File: src/rtl/core/cbe_pkg.sv
// Shared types, constants and helper functions of the chunked Base64 CRC-32C encoder.
package cbe_pkg;

    localparam logic [7:0]  CHUNK_BYTES     = 8'd180;
    localparam logic [6:0]  MAX_CHUNK_COUNT = 7'd64;
    localparam logic [31:0] CRC_INIT        = 32'hffff_ffff;
    localparam logic [31:0] CRC_POLY        = 32'h82f6_3b78;
    localparam logic [6:0]  PAD_CHAR        = 7'h3d;

    localparam int JOB_DEPTH = 4;
    localparam int JOB_PTR_W = $clog2(JOB_DEPTH);

    localparam logic REQ_DATA = 1'b0;
    localparam logic REQ_END  = 1'b1;

    typedef struct packed {
        logic       req_type;
        logic [7:0] data_byte;
    } t_in;

    typedef struct packed {
        logic        char_valid;
        logic [6:0]  b64_char;
        logic        chunk_end;
        logic [31:0] chunk_crc;
        logic [13:0] chunk_offset;
        logic        file_end;
        logic [31:0] file_crc;
        logic [13:0] file_length;
        logic [6:0]  chunk_count;
        logic        too_long;
    } t_res;

    typedef struct packed {
        logic        has_chars;
        logic [23:0] group;
        logic [1:0]  fill;
        logic        chunk_end;
        logic [31:0] chunk_crc;
        logic [13:0] chunk_offset;
        logic        file_end;
        logic [31:0] file_crc;
        logic [13:0] file_length;
        logic [6:0]  chunk_count;
        logic        too_long;
    } t_job;

    function automatic logic [31:0] crc32c_byte(input logic [31:0] crc, input logic [7:0] b);
        logic [31:0] c;
        c = crc ^ {24'h0, b};
        for (int j = 0; j < 8; j++) begin
            c = (c >> 1) ^ (c[0] ? CRC_POLY : 32'h0);
        end
        return c;
    endfunction

    function automatic logic [23:0] group_align(input logic [23:0] v, input logic [1:0] fill);
        logic [23:0] r;
        case (fill)
            2'd3:    r = v;
            2'd2:    r = {v[15:0], 8'h0};
            default: r = {v[7:0], 16'h0};
        endcase
        return r;
    endfunction

    function automatic logic [6:0] b64_symbol(input logic [5:0] s);
        logic [6:0] r;
        if (s < 6'd26) begin
            r = 7'h41 + {1'b0, s};
        end else if (s < 6'd52) begin
            r = 7'h61 + {1'b0, s - 6'd26};
        end else if (s < 6'd62) begin
            r = 7'h30 + {1'b0, s - 6'd52};
        end else if (s == 6'd62) begin
            r = 7'h2b;
        end else begin
            r = 7'h2f;
        end
        return r;
    endfunction

endpackage

File: src/rtl/core/chunked_base64_crc32c_encoder.sv
// Top level of the chunked Base64 encoder with chunk and file CRC-32C.
//
// Input channel: a beat is taken when push is high and full is low. A beat is
// either one file byte or the end-of-file marker. Result channel: while empty is
// low the oldest result is on o_result, and it leaves when pop is high.
// The front end takes one beat per cycle while full is low and updates both
// CRCs in that cycle. Every third byte, the end of a chunk and the end marker
// each post a job to a four-entry queue. The back end turns a job into four
// character beats, or one status beat, at one beat per cycle while pop allows,
// through a registered output stage. A job's first result passes through the
// job queue and then the output register before it is on o_result. The back end
// emits one character per cycle while popped; full means the job queue is full.
// When pop stays low, the output register holds its beat, the queue fills and
// full is raised; no beat is lost. Bytes beyond the chunk limit are dropped
// and reported with the end marker. After the end marker the block starts a
// new file. Synchronous reset clears all counters, sets both CRCs to all ones
// and empties the queue and the output stage.
module chunked_base64_crc32c_encoder
    import cbe_pkg::*;
(
    input  logic i_clk,
    input  logic i_rst_n,
    input  logic push,
    output logic full,
    input  t_in  i_item,
    output logic empty,
    input  logic pop,
    output t_res o_result
);

    logic job_push;
    t_job job_in;
    logic job_pop;
    logic job_empty;
    t_job job_out;
    logic accept;

    assign accept = push && !full;

    cbe_front u_front (
        .i_clk      (i_clk),
        .i_rst_n    (i_rst_n),
        .i_accept   (accept),
        .i_item     (i_item),
        .o_job_push (job_push),
        .o_job      (job_in)
    );

    cbe_fifo u_fifo (
        .i_clk   (i_clk),
        .i_rst_n (i_rst_n),
        .i_push  (job_push),
        .i_job   (job_in),
        .i_pop   (job_pop),
        .o_full  (full),
        .o_empty (job_empty),
        .o_job   (job_out)
    );

    cbe_back u_back (
        .i_clk       (i_clk),
        .i_rst_n     (i_rst_n),
        .i_job_empty (job_empty),
        .i_job       (job_out),
        .o_job_pop   (job_pop),
        .i_pop       (pop),
        .o_empty     (empty),
        .o_res       (o_result)
    );

endmodule

File: src/rtl/core/cbe_front.sv
// Front end: accepts bytes and end beats, keeps the CRCs and counters, and issues jobs.
module cbe_front
    import cbe_pkg::*;
(
    input  logic i_clk,
    input  logic i_rst_n,
    input  logic i_accept,
    input  t_in  i_item,
    output logic o_job_push,
    output t_job o_job
);

    logic [15:0] r_group;
    logic [1:0]  r_gfill;
    logic [7:0]  r_cfill;
    logic [31:0] r_chunk_crc;
    logic [31:0] r_file_crc;
    logic [13:0] r_total;
    logic [6:0]  r_chunks;
    logic        r_over;

    logic [15:0] n_group;
    logic [1:0]  n_gfill;
    logic [7:0]  n_cfill;
    logic [31:0] n_chunk_crc;
    logic [31:0] n_file_crc;
    logic [13:0] n_total;
    logic [6:0]  n_chunks;
    logic        n_over;

    logic [31:0] crc_c;
    logic [31:0] crc_f;
    logic [23:0] grp24;
    logic [1:0]  gf_inc;
    logic [7:0]  cf_inc;
    logic [13:0] tot_inc;
    logic        chunk_full;
    logic        drop;
    logic        close_end;

    always_comb begin
        crc_c      = crc32c_byte(r_chunk_crc, i_item.data_byte);
        crc_f      = crc32c_byte(r_file_crc, i_item.data_byte);
        grp24      = {r_group, i_item.data_byte};
        gf_inc     = r_gfill + 2'd1;
        cf_inc     = r_cfill + 8'd1;
        tot_inc    = r_total + 14'd1;
        chunk_full = (cf_inc == CHUNK_BYTES);
        drop       = (r_chunks >= MAX_CHUNK_COUNT);
        close_end  = (r_cfill != 8'd0);

        n_group     = r_group;
        n_gfill     = r_gfill;
        n_cfill     = r_cfill;
        n_chunk_crc = r_chunk_crc;
        n_file_crc  = r_file_crc;
        n_total     = r_total;
        n_chunks    = r_chunks;
        n_over      = r_over;

        o_job_push = 1'b0;
        o_job      = '0;

        if (i_item.req_type == REQ_DATA) begin
            if (drop) begin
                n_over = 1'b1;
            end else begin
                n_chunk_crc = crc_c;
                n_file_crc  = crc_f;
                n_total     = tot_inc;
                n_cfill     = cf_inc;
                n_gfill     = gf_inc;
                n_group     = grp24[15:0];
                if (gf_inc == 2'd3 || chunk_full) begin
                    o_job_push      = i_accept;
                    o_job.has_chars = 1'b1;
                    o_job.group     = group_align(grp24, gf_inc);
                    o_job.fill      = gf_inc;
                    n_group         = '0;
                    n_gfill         = '0;
                end
                if (chunk_full) begin
                    o_job.chunk_end    = 1'b1;
                    o_job.chunk_crc    = crc_c ^ CRC_INIT;
                    o_job.chunk_offset = tot_inc - {6'h0, CHUNK_BYTES};
                    n_chunks           = r_chunks + 7'd1;
                    n_cfill            = '0;
                    n_chunk_crc        = CRC_INIT;
                end
            end
        end else begin
            o_job_push         = i_accept;
            o_job.has_chars    = (r_gfill != 2'd0);
            o_job.group        = group_align({8'h0, r_group}, r_gfill);
            o_job.fill         = r_gfill;
            o_job.chunk_end    = close_end;
            o_job.chunk_crc    = close_end ? (r_chunk_crc ^ CRC_INIT) : 32'h0;
            o_job.chunk_offset = close_end ? (r_total - {6'h0, r_cfill}) : 14'h0;
            o_job.file_end     = 1'b1;
            o_job.file_crc     = r_file_crc ^ CRC_INIT;
            o_job.file_length  = r_total;
            o_job.chunk_count  = r_chunks + {6'h0, close_end};
            o_job.too_long     = r_over;
            n_group            = '0;
            n_gfill            = '0;
            n_cfill            = '0;
            n_chunk_crc        = CRC_INIT;
            n_file_crc         = CRC_INIT;
            n_total            = '0;
            n_chunks           = '0;
            n_over             = 1'b0;
        end
    end

    always_ff @(posedge i_clk) begin
        if (!i_rst_n) begin
            r_group     <= '0;
            r_gfill     <= '0;
            r_cfill     <= '0;
            r_chunk_crc <= CRC_INIT;
            r_file_crc  <= CRC_INIT;
            r_total     <= '0;
            r_chunks    <= '0;
            r_over      <= 1'b0;
        end else if (i_accept) begin
            r_group     <= n_group;
            r_gfill     <= n_gfill;
            r_cfill     <= n_cfill;
            r_chunk_crc <= n_chunk_crc;
            r_file_crc  <= n_file_crc;
            r_total     <= n_total;
            r_chunks    <= n_chunks;
            r_over      <= n_over;
        end
    end

endmodule

File: src/rtl/core/cbe_fifo.sv
// Short job queue between the front end and the character back end.
module cbe_fifo
    import cbe_pkg::*;
(
    input  logic i_clk,
    input  logic i_rst_n,
    input  logic i_push,
    input  t_job i_job,
    input  logic i_pop,
    output logic o_full,
    output logic o_empty,
    output t_job o_job
);

    t_job                 r_mem [JOB_DEPTH];
    logic [JOB_PTR_W-1:0] r_wr_ptr;
    logic [JOB_PTR_W-1:0] r_rd_ptr;
    logic [JOB_PTR_W:0]   r_count;

    logic do_push;
    logic do_pop;

    assign o_full  = (r_count == (JOB_PTR_W+1)'(JOB_DEPTH));
    assign o_empty = (r_count == '0);
    assign o_job   = r_mem[r_rd_ptr];
    assign do_push = i_push && !o_full;
    assign do_pop  = i_pop && !o_empty;

    always_ff @(posedge i_clk) begin
        if (do_push) begin
            r_mem[r_wr_ptr] <= i_job;
        end
    end

    always_ff @(posedge i_clk) begin
        if (!i_rst_n) begin
            r_wr_ptr <= '0;
            r_rd_ptr <= '0;
            r_count  <= '0;
        end else begin
            if (do_push) begin
                r_wr_ptr <= r_wr_ptr + JOB_PTR_W'(1);
            end
            if (do_pop) begin
                r_rd_ptr <= r_rd_ptr + JOB_PTR_W'(1);
            end
            if (do_push && !do_pop) begin
                r_count <= r_count + (JOB_PTR_W+1)'(1);
            end else if (do_pop && !do_push) begin
                r_count <= r_count - (JOB_PTR_W+1)'(1);
            end
        end
    end

endmodule

File: src/rtl/core/cbe_back.sv
// Back end: expands each job into result beats and holds them in the output register.
module cbe_back
    import cbe_pkg::*;
(
    input  logic i_clk,
    input  logic i_rst_n,
    input  logic i_job_empty,
    input  t_job i_job,
    output logic o_job_pop,
    input  logic i_pop,
    output logic o_empty,
    output t_res o_res
);

    logic [1:0] r_row;
    logic       r_valid;
    t_res       r_res;
    t_res       n_res;
    logic       last_row;
    logic       advance;
    logic [5:0] sextet;

    always_comb begin
        last_row = !i_job.has_chars || (r_row == 2'd3);
        advance  = !i_job_empty && (!r_valid || i_pop);

        case (r_row)
            2'd0:    sextet = i_job.group[23:18];
            2'd1:    sextet = i_job.group[17:12];
            2'd2:    sextet = i_job.group[11:6];
            default: sextet = i_job.group[5:0];
        endcase

        n_res = '0;
        if (i_job.has_chars) begin
            n_res.char_valid = 1'b1;
            if ((r_row == 2'd2 && i_job.fill < 2'd2) || (r_row == 2'd3 && i_job.fill < 2'd3)) begin
                n_res.b64_char = PAD_CHAR;
            end else begin
                n_res.b64_char = b64_symbol(sextet);
            end
        end
        if (last_row) begin
            n_res.chunk_end    = i_job.chunk_end;
            n_res.chunk_crc    = i_job.chunk_crc;
            n_res.chunk_offset = i_job.chunk_offset;
            n_res.file_end     = i_job.file_end;
            n_res.file_crc     = i_job.file_crc;
            n_res.file_length  = i_job.file_length;
            n_res.chunk_count  = i_job.chunk_count;
            n_res.too_long     = i_job.too_long;
        end
    end

    assign o_job_pop = advance && last_row;
    assign o_empty   = !r_valid;
    assign o_res     = r_res;

    always_ff @(posedge i_clk) begin
        if (advance) begin
            r_res <= n_res;
        end
    end

    always_ff @(posedge i_clk) begin
        if (!i_rst_n) begin
            r_row   <= '0;
            r_valid <= 1'b0;
        end else begin
            if (advance) begin
                r_valid <= 1'b1;
                r_row   <= last_row ? 2'd0 : r_row + 2'd1;
            end else if (i_pop) begin
                r_valid <= 1'b0;
            end
        end
    end

endmodule

File: config.mk
export PLATFORM = sky130hd
export DESIGN_NAME = chunked_base64_crc32c_encoder
export DESIGN_NICKNAME = d
export VERILOG_FILES = /design/src/rtl/core/cbe_pkg.sv /design/src/rtl/core/chunked_base64_crc32c_encoder.sv /design/src/rtl/core/cbe_front.sv /design/src/rtl/core/cbe_fifo.sv /design/src/rtl/core/cbe_back.sv
export SDC_FILE = /design/constraint.sdc
export NUM_CORES = 1
export LEC_CHECK = 0
export BUFFER_PORTS_ARGS = -buffer_cell sky130_fd_sc_hd__buf_2
export CAP_MARGIN = 20
export CORE_UTILIZATION = 40
export DETAILED_ROUTE_END_ITERATION = 7
export PLACE_DENSITY = 0.57
export SYNTH_ARGS = -nofsm -noshare
export SYNTH_HDL_FRONTEND = slang
export SYNTH_HIERARCHICAL = 1
export SYNTH_SLANG_ARGS = --single-unit
export TNS_END_PERCENT = 50
File: constraint.sdc
create_clock -name i_clk -period 24.2 [get_ports i_clk]
set_input_delay 4.84 -clock i_clk [delete_from_list [all_inputs] [get_ports i_clk]]
set_output_delay 4.84 -clock i_clk [all_outputs]
set_load 0.005 [all_outputs]
==> impl_metrics.json, run 1 <==
{
  "status": "complete, no violations",
  "r2r_cells": 12,
  "routabilityCongestion": 0.838,
  "ys_dominant_reg_cell": "edfxtp_1",
  "async_reset_ff_share_pct": 0,
  "hold_violations": 0,
  "end_kind": "register",
  "ios": 125,
  "syn_inst": 2139,
  "finalCritPeriodShare_pct": 33.9,
  "fill_cells": 6902,
  "die_area_mm2": 0.0821,
  "max_cap_viol_count": 0,
  "grt_overflow_total": 0,
  "layout-area-overhead-vs-synth_pct": 13.1,
  "hold_end": "u_front/r_over",
  "synth-xor-area-share_pct": 6.44,
  "synth_top_family_by_area": "multiplexers",
  "finClkSkew_ns": 0.0338,
  "hpwl_um": 45500,
  "tns_ns": 0,
  "via_count": 18100,
  "clock-sinks": 750,
  "core_mm2": 0.0795,
  "drt-total-wl_um": 73100,
  "fin_util_pct": 46.1,
  "cp.required_ns": 24.44,
  "finalWorstSetupSlack_ns": 16.01,
  "worstSkewPairLatency_ns": 0.63,
  "final_cell_mix": "edfxtp_1 (626), xnor2_1 (147), and2_1 (129), mux4_2 (129), nand2_1 (128)",
  "drt_first_pass_iters": 6,
  "vias_per_cell": 5.40,
  "drive_gt1_share_pct": 19.5,
  "start_kind": "input port",
  "ys_warn_count": 6,
  "cts_buffers": 80,
  "rows": 103,
  "hold_slack_ns": 0.471,
  "drt_iter0_drc": 1674,
  "period_needed_ns": 8.19,
  "tritoncts": "yes",
  "syn_nets": 2191,
  "synth_fa_ha_area_share_pct": 1.58,
  "pre_cts_ws_ns": 15.29,
  "dieHeight_um": 287,
  "worst_pin_slew_ns": 1.06,
  "power.leakage_nw": 12.1,
  "nets": 2295,
  "synth_compound_area_share_pct": 6.45,
  "syn_area_mm2": 0.0324,
  "ir_drop_mv": 0.0808,
  "worst_hold_startpoint": "u_front/r_over",
  "clk_path_buf_depth": 3,
  "cts-root-buf": "clkbuf_16",
  "wl_per_cell_um": 21.8,
  "die_x_um": 287,
  "rsz0062_at_grt": "false",
  "start_util_pct": 40.7,
  "hold_path_class": "reg2reg",
  "arrival_ns": 8.44,
  "p_per_area_mw_per_mm2": 126,
  "port_buffers": 124,
  "htreeDepth": 3,
  "setup_violations": 0,
  "grt_pass1_vias": 18200,
  "cts.clk_slew.worst_paths_ns": 0.06,
  "post_cts_buffers": 0,
  "slew_headroom_pct": 28.8,
  "syn_avg_cell_area_um2": 15.1,
  "synth_mux_area_share_pct": 9.28,
  "crit_type": "in2reg",
  "crit_fanout": 56,
  "ant_nets": 0,
  "yosysUniqueCellTypes": 84,
  "drc": 0,
  "synth_edf_count": 626,
  "r2r_slack_ns": 18.80,
  "grt_pass1_wl_um": 112000,
  "ys_ff_latch": 750,
  "final_common_cell": "edfxtp_1",
  "r2r_end": "u_back/o_res[107]",
  "min_path_cells": 2,
  "grt_max_degree": 104,
  "holdBufCountCts": 0,
  "ys_seq_area_share_pct": 65.7,
  "antenna_found_initial": 1,
  "drv_slew": 0,
  "grt_use_total_pct": 17.9,
  "synth_simple_gate_area_share_pct": 8.08,
  "max_freq_mhz": 122,
  "cts_resized": 0
}
## flip-flops by register name, summed over array words and instances, names as in the netlist, named ones only
register and flops:
u_front/r_chunks 7, u_front/r_over 1, u_front/r_group 16, u_back/r_row 2, u_front/r_gfill 2, u_front/r_cfill 8, u_back/o_res 110, u_fifo/r_rd_ptr 2
u_front/r_chunk_crc 32, u_fifo/r_wr_ptr 2, u_front/r_total 14, u_front/r_file_crc 32, u_back/r_valid 1, u_fifo/r_mem 516, u_fifo/r_count 3
## cell usage after synthesis (all sizes together), types with 3 or more instances
| cell | number | area (um^2) |
|---|---|---|
| a222oi | 3 | 30.0 |
| o311ai | 4 | 35.0 |
| ha | 37 | 463 |
| and3 | 6 | 37.5 |
| nand2 | 129 | 484 |
| buf | 40 | 292 |
| or3 | 9 | 56.3 |
| a22o | 9 | 78.8 |
| dfxtp | 124 | 2480 |
| and2 | 134 | 838 |
| clkbuf | 90 | 342 |
| xnor2 | 158 | 1480 |
| a21o | 5 | 37.5 |
| a22oi | 46 | 345 |
| o21ai | 48 | 251 |
| a211oi | 5 | 37.5 |
| nor2b | 38 | 245 |
| a21boi | 9 | 67.6 |
| o21a | 3 | 22.5 |
| a32oi | 3 | 45.1 |
| xor2 | 51 | 514 |
| edfxtp | 626 | 18800 |
| nor3b | 13 | 97.6 |
| nand3 | 25 | 125 |
| nor3 | 22 | 115 |
| mux2i | 9 | 90.1 |
| nand4 | 11 | 68.8 |
| mux4 | 129 | 2910 |
| a21oi | 75 | 383 |
| o211ai | 10 | 80.1 |
| xnor3 | 3 | 70.1 |
| nand2b | 11 | 68.8 |
| o22ai | 71 | 450 |
| a31oi | 5 | 31.3 |
| nor2 | 97 | 367 |
| nor4 | 12 | 75.1 |
| inv | 41 | 159 |
| o31ai | 3 | 36.3 |
## worst max-delay path: stages
cell	delay [ns]
buf_2	0.07
buf_4	0.38
inv_2	0.06
a21boi_0	0.35
nor2b_1	0.55
and2_4	0.56
buf_4	0.66
buf_4	0.78
## cells by family after synthesis
| kind of cell | after synthesis |
|---|---|
| compound gates | 315 |
| xor+xnor | 213 |
| fa+ha+maj | 40 |
| buf+inv | 171 |
| flops | 750 |
| mux | 139 |
| simple gates | 511 |
## layout make-up
type	count	area [um^2]	area share [%]
sequential	750	21300	58.1
multi-input combinational	1218	10400	28.3
clock buffer	99	2120	5.80
tap	1050	1310	3.59
timing repair buffer	152	871	2.38
clock inverter	47	526	1.43
inverter	41	159	0.434
antenna	1	2.50	0.00683
## layer usage
metal  wire length (um)  global-route usage [%]  vias up
met2              34500                    28.7      522
met3               3540                    2.34       97
li1                   -                       -     8280
met1              33500                    25.3     9247
met5                  0                       0        -
met4               1600                    5.53        0
## per-stage QoR
step / cell area (um^2) / cells / total power [mW]
5_1_grt: 36600 / 3357 / 4.88
6_report: 36600 / 3358 / 4.61
3_5_place_dp: 33900 / 3209 / 3.42
4_1_cts: 36600 / 3355 / 4.67
3_3_place_gp: 33900 / 3209 / 3.41
2_1_floorplan: 32400 / 2139 / 3.03
## power by group
part           total, mW  internal [mW]  switching (mW)  leakage (nW)
clock               1.22          0.715           0.509          1.25
combinational       1.62          0.700           0.919          3.94
sequential          1.77           1.68          0.0920          6.91
## how the worst max path moves through the flow
stage          slack (ns)              endpoint  startpoint  depth (start not counted)
2_1_floorplan       12.57     u_fifo/r_count[2]         pop                         10
3_3_place_gp        15.36   u_fifo/r_mem[0][38]   i_item[8]                          8
3_5_place_dp        15.29   u_fifo/r_mem[1][34]   i_item[8]                          8
4_1_cts             15.96  u_fifo/r_mem[1][125]   i_item[8]                          8
5_1_grt             15.71  u_fifo/r_mem[1][107]   i_item[8]                          8
6_report            16.01   u_fifo/r_mem[0][11]   i_item[8]                          8
No activity file was read; power rests on OpenSTA's default activity.
==> run 2: changes to the inputs <==
--- a/config.mk
+++ b/config.mk
@@ -9,7 +9,7 @@
 export CAP_MARGIN = 20
 export CORE_UTILIZATION = 40
 export DETAILED_ROUTE_END_ITERATION = 7
-export PLACE_DENSITY = 0.57
+export PLACE_DENSITY = 0.59
 export SYNTH_ARGS = -nofsm -noshare
 export SYNTH_HDL_FRONTEND = slang
 export SYNTH_HIERARCHICAL = 1
==> constraint.sdc (replaced) <==
create_clock -name i_clk -period 6.65 [get_ports i_clk]
set_input_delay 1.33 -clock i_clk [delete_from_list [all_inputs] [get_ports i_clk]]
set_output_delay 1.33 -clock i_clk [all_outputs]
set_load 0.005 [all_outputs]
==> impl_metrics.json, run 2 (synthesized netlist as in run 1, its figures left out) <==
{
  "status": "complete, no violations",
  "tns_ns": 0,
  "slew_headroom_pct": 34.0,
  "cts_buffers": 79,
  "grt_pass1_wl_um": 112000,
  "tritoncts": "yes",
  "pre_cts_ws_ns": 2.22,
  "ir_drop_mv": 0.235,
  "drt-total-wl_um": 73200,
  "p_per_area_mw_per_mm2": 455,
  "htreeDepth": 3,
  "end_kind": "register",
  "die_x_um": 287,
  "ant_nets": 0,
  "grt_pass1_vias": 18400,
  "worstSkewPairLatency_ns": 0.63,
  "start_util_pct": 40.7,
  "largest_reg_flops": 516,
  "dieHeight_um": 287,
  "antenna_found_initial": 2,
  "rows": 103,
  "layout-area-overhead-vs-synth_pct": 13.0,
  "worstPathCellList": "buf_4, mux4_2, a222oi_1, a21oi_2, xnor2_1, ha_1, inv_1, nor2_1, or4b_1, o22ai_2",
  "vias_per_cell": 5.43,
  "seq_area_mm2": 0.0213,
  "crit_type": "reg2reg",
  "dp_cells": 3212,
  "cts.clk_slew.worst_paths_ns": 0.06,
  "cts_resized": 0,
  "start_kind": "register",
  "grt_overflow_total": 0,
  "crit_fanout": 56,
  "via_count": 18200,
  "hold_path_class": "reg2reg",
  "max_cap_viol_count": 0,
  "drt_first_pass_iters": 5,
  "final_cells": 3361,
  "crit_family": "compound AO/OA/AOI/OAI gates",
  "period_needed_ns": 4.22,
  "cts-root-buf": "clkbuf_16",
  "regMostFlops": "u_fifo/r_mem",
  "cp.buffers_inverters": 2,
  "fill_cells": 6912,
  "clock-sinks": 750,
  "final_common_cell": "edfxtp_1",
  "setup_violations": 0,
  "worst_pin_slew_ns": 0.979,
  "drc": 0,
  "hpwl_um": 45600,
  "port_buffers": 124,
  "post_cts_buffers": 0,
  "drive_gt1_share_pct": 19.2,
  "final_cell_mix": "edfxtp_1 (626), xnor2_1 (147), and2_1 (129), mux4_2 (129), nand2_1 (128)",
  "finalWorstSetupSlack_ns": 2.43,
  "drt_iter0_drc": 1580,
  "power.leakage_nw": 12.1,
  "cp.required_ns": 7.10,
  "finalCritPeriodShare_pct": 63.5,
  "total_power_mw": 16.7,
  "arrival_ns": 4.67,
  "multiInputGateArea_mm2": 0.0104,
  "core_mm2": 0.0795,
  "finClkSkew_ns": 0.0257,
  "die_area_mm2": 0.0821,
  "max_stage_delay_ns": 0.83,
  "routabilityCongestion": 0.846,
  "fin_util_pct": 46.0,
  "clk_path_buf_depth": 3,
  "slowest_stage": "buf_4",
  "max_freq_mhz": 237,
  "hold_violations": 0,
  "ios": 125,
  "grt_use_total_pct": 17.9,
  "holdBufCountCts": 0,
  "nets": 2296,
  "grt_max_degree": 91,
  "drv_slew": 0,
  "wl_per_cell_um": 21.8,
  "rsz0062_at_grt": "false"
}
run 2: cell count changes in the layout (fill, tap and decap cells not counted), sizes merged:
cell | before | now
clkbuf | 99 | 110
clkinvlp | 13 | 2
bufinv | 8 | 4
clkinv | 23 | 26
buf | 152 | 154
diode | 1 | 2
inv | 44 | 45
run 2: layer usage:
metal / global-route usage [%] / vias up / share of wire (%)
li1: - / 8288 / -
met4: 6.40 / 0 / 2.9
met3: 2.86 / 133 / 5.7
met2: 28.9 / 569 / 48
met1: 24.4 / 9250 / 43
met5: 0 / - / 0
run 2: cell type report:
cell class	count	share of cell area, %
Inverter	41	0.434
Multi-Input combinational cell	1218	28.3
Timing Repair Buffer	154	2.52
Clock inverter	36	0.930
Antenna cell	2	0.0137
Tap cell	1050	3.59
Clock buffer	110	6.03
Sequential cell	750	58.2
run 2: worst paths after layout:
check	start	to	slack [ns]	cells after the start
worst min register to register	u_front/r_over	u_front/r_over	0.46	2
worst max-delay path	register	u_back/o_res[107]	2.43	10
worst max register to register	register	u_back/o_res[107]	2.43	10
worst min-delay path	u_front/r_over	u_front/r_over	0.46	2
run 2: through the flow:
stage,instance area [um^2],hold slack [ns]
floorplan,32400,0.429
global placement,34000,0.446
detailed placement,34000,0.455
CTS,36600,0.469
global route,36600,0.499
finish,36600,0.464
run 2: worst reg2reg max path: stages (launching register included):
cell and delay, ns:
dfxtp_4 0.73, buf_4 0.83, mux4_2 0.43, a222oi_1 0.58, a21oi_2 0.25, xnor2_1 0.18
ha_1 0.30, inv_1 0.07, nor2_1 0.04, or4b_1 0.53, o22ai_2 0.13
run 2: where the power goes:
group	total, mW	switching (mW)	internal, mW
logic	5.91	3.36	2.55
registers	6.45	0.346	6.10
clock network	4.30	1.81	2.49
total	16.7	5.51	11.1
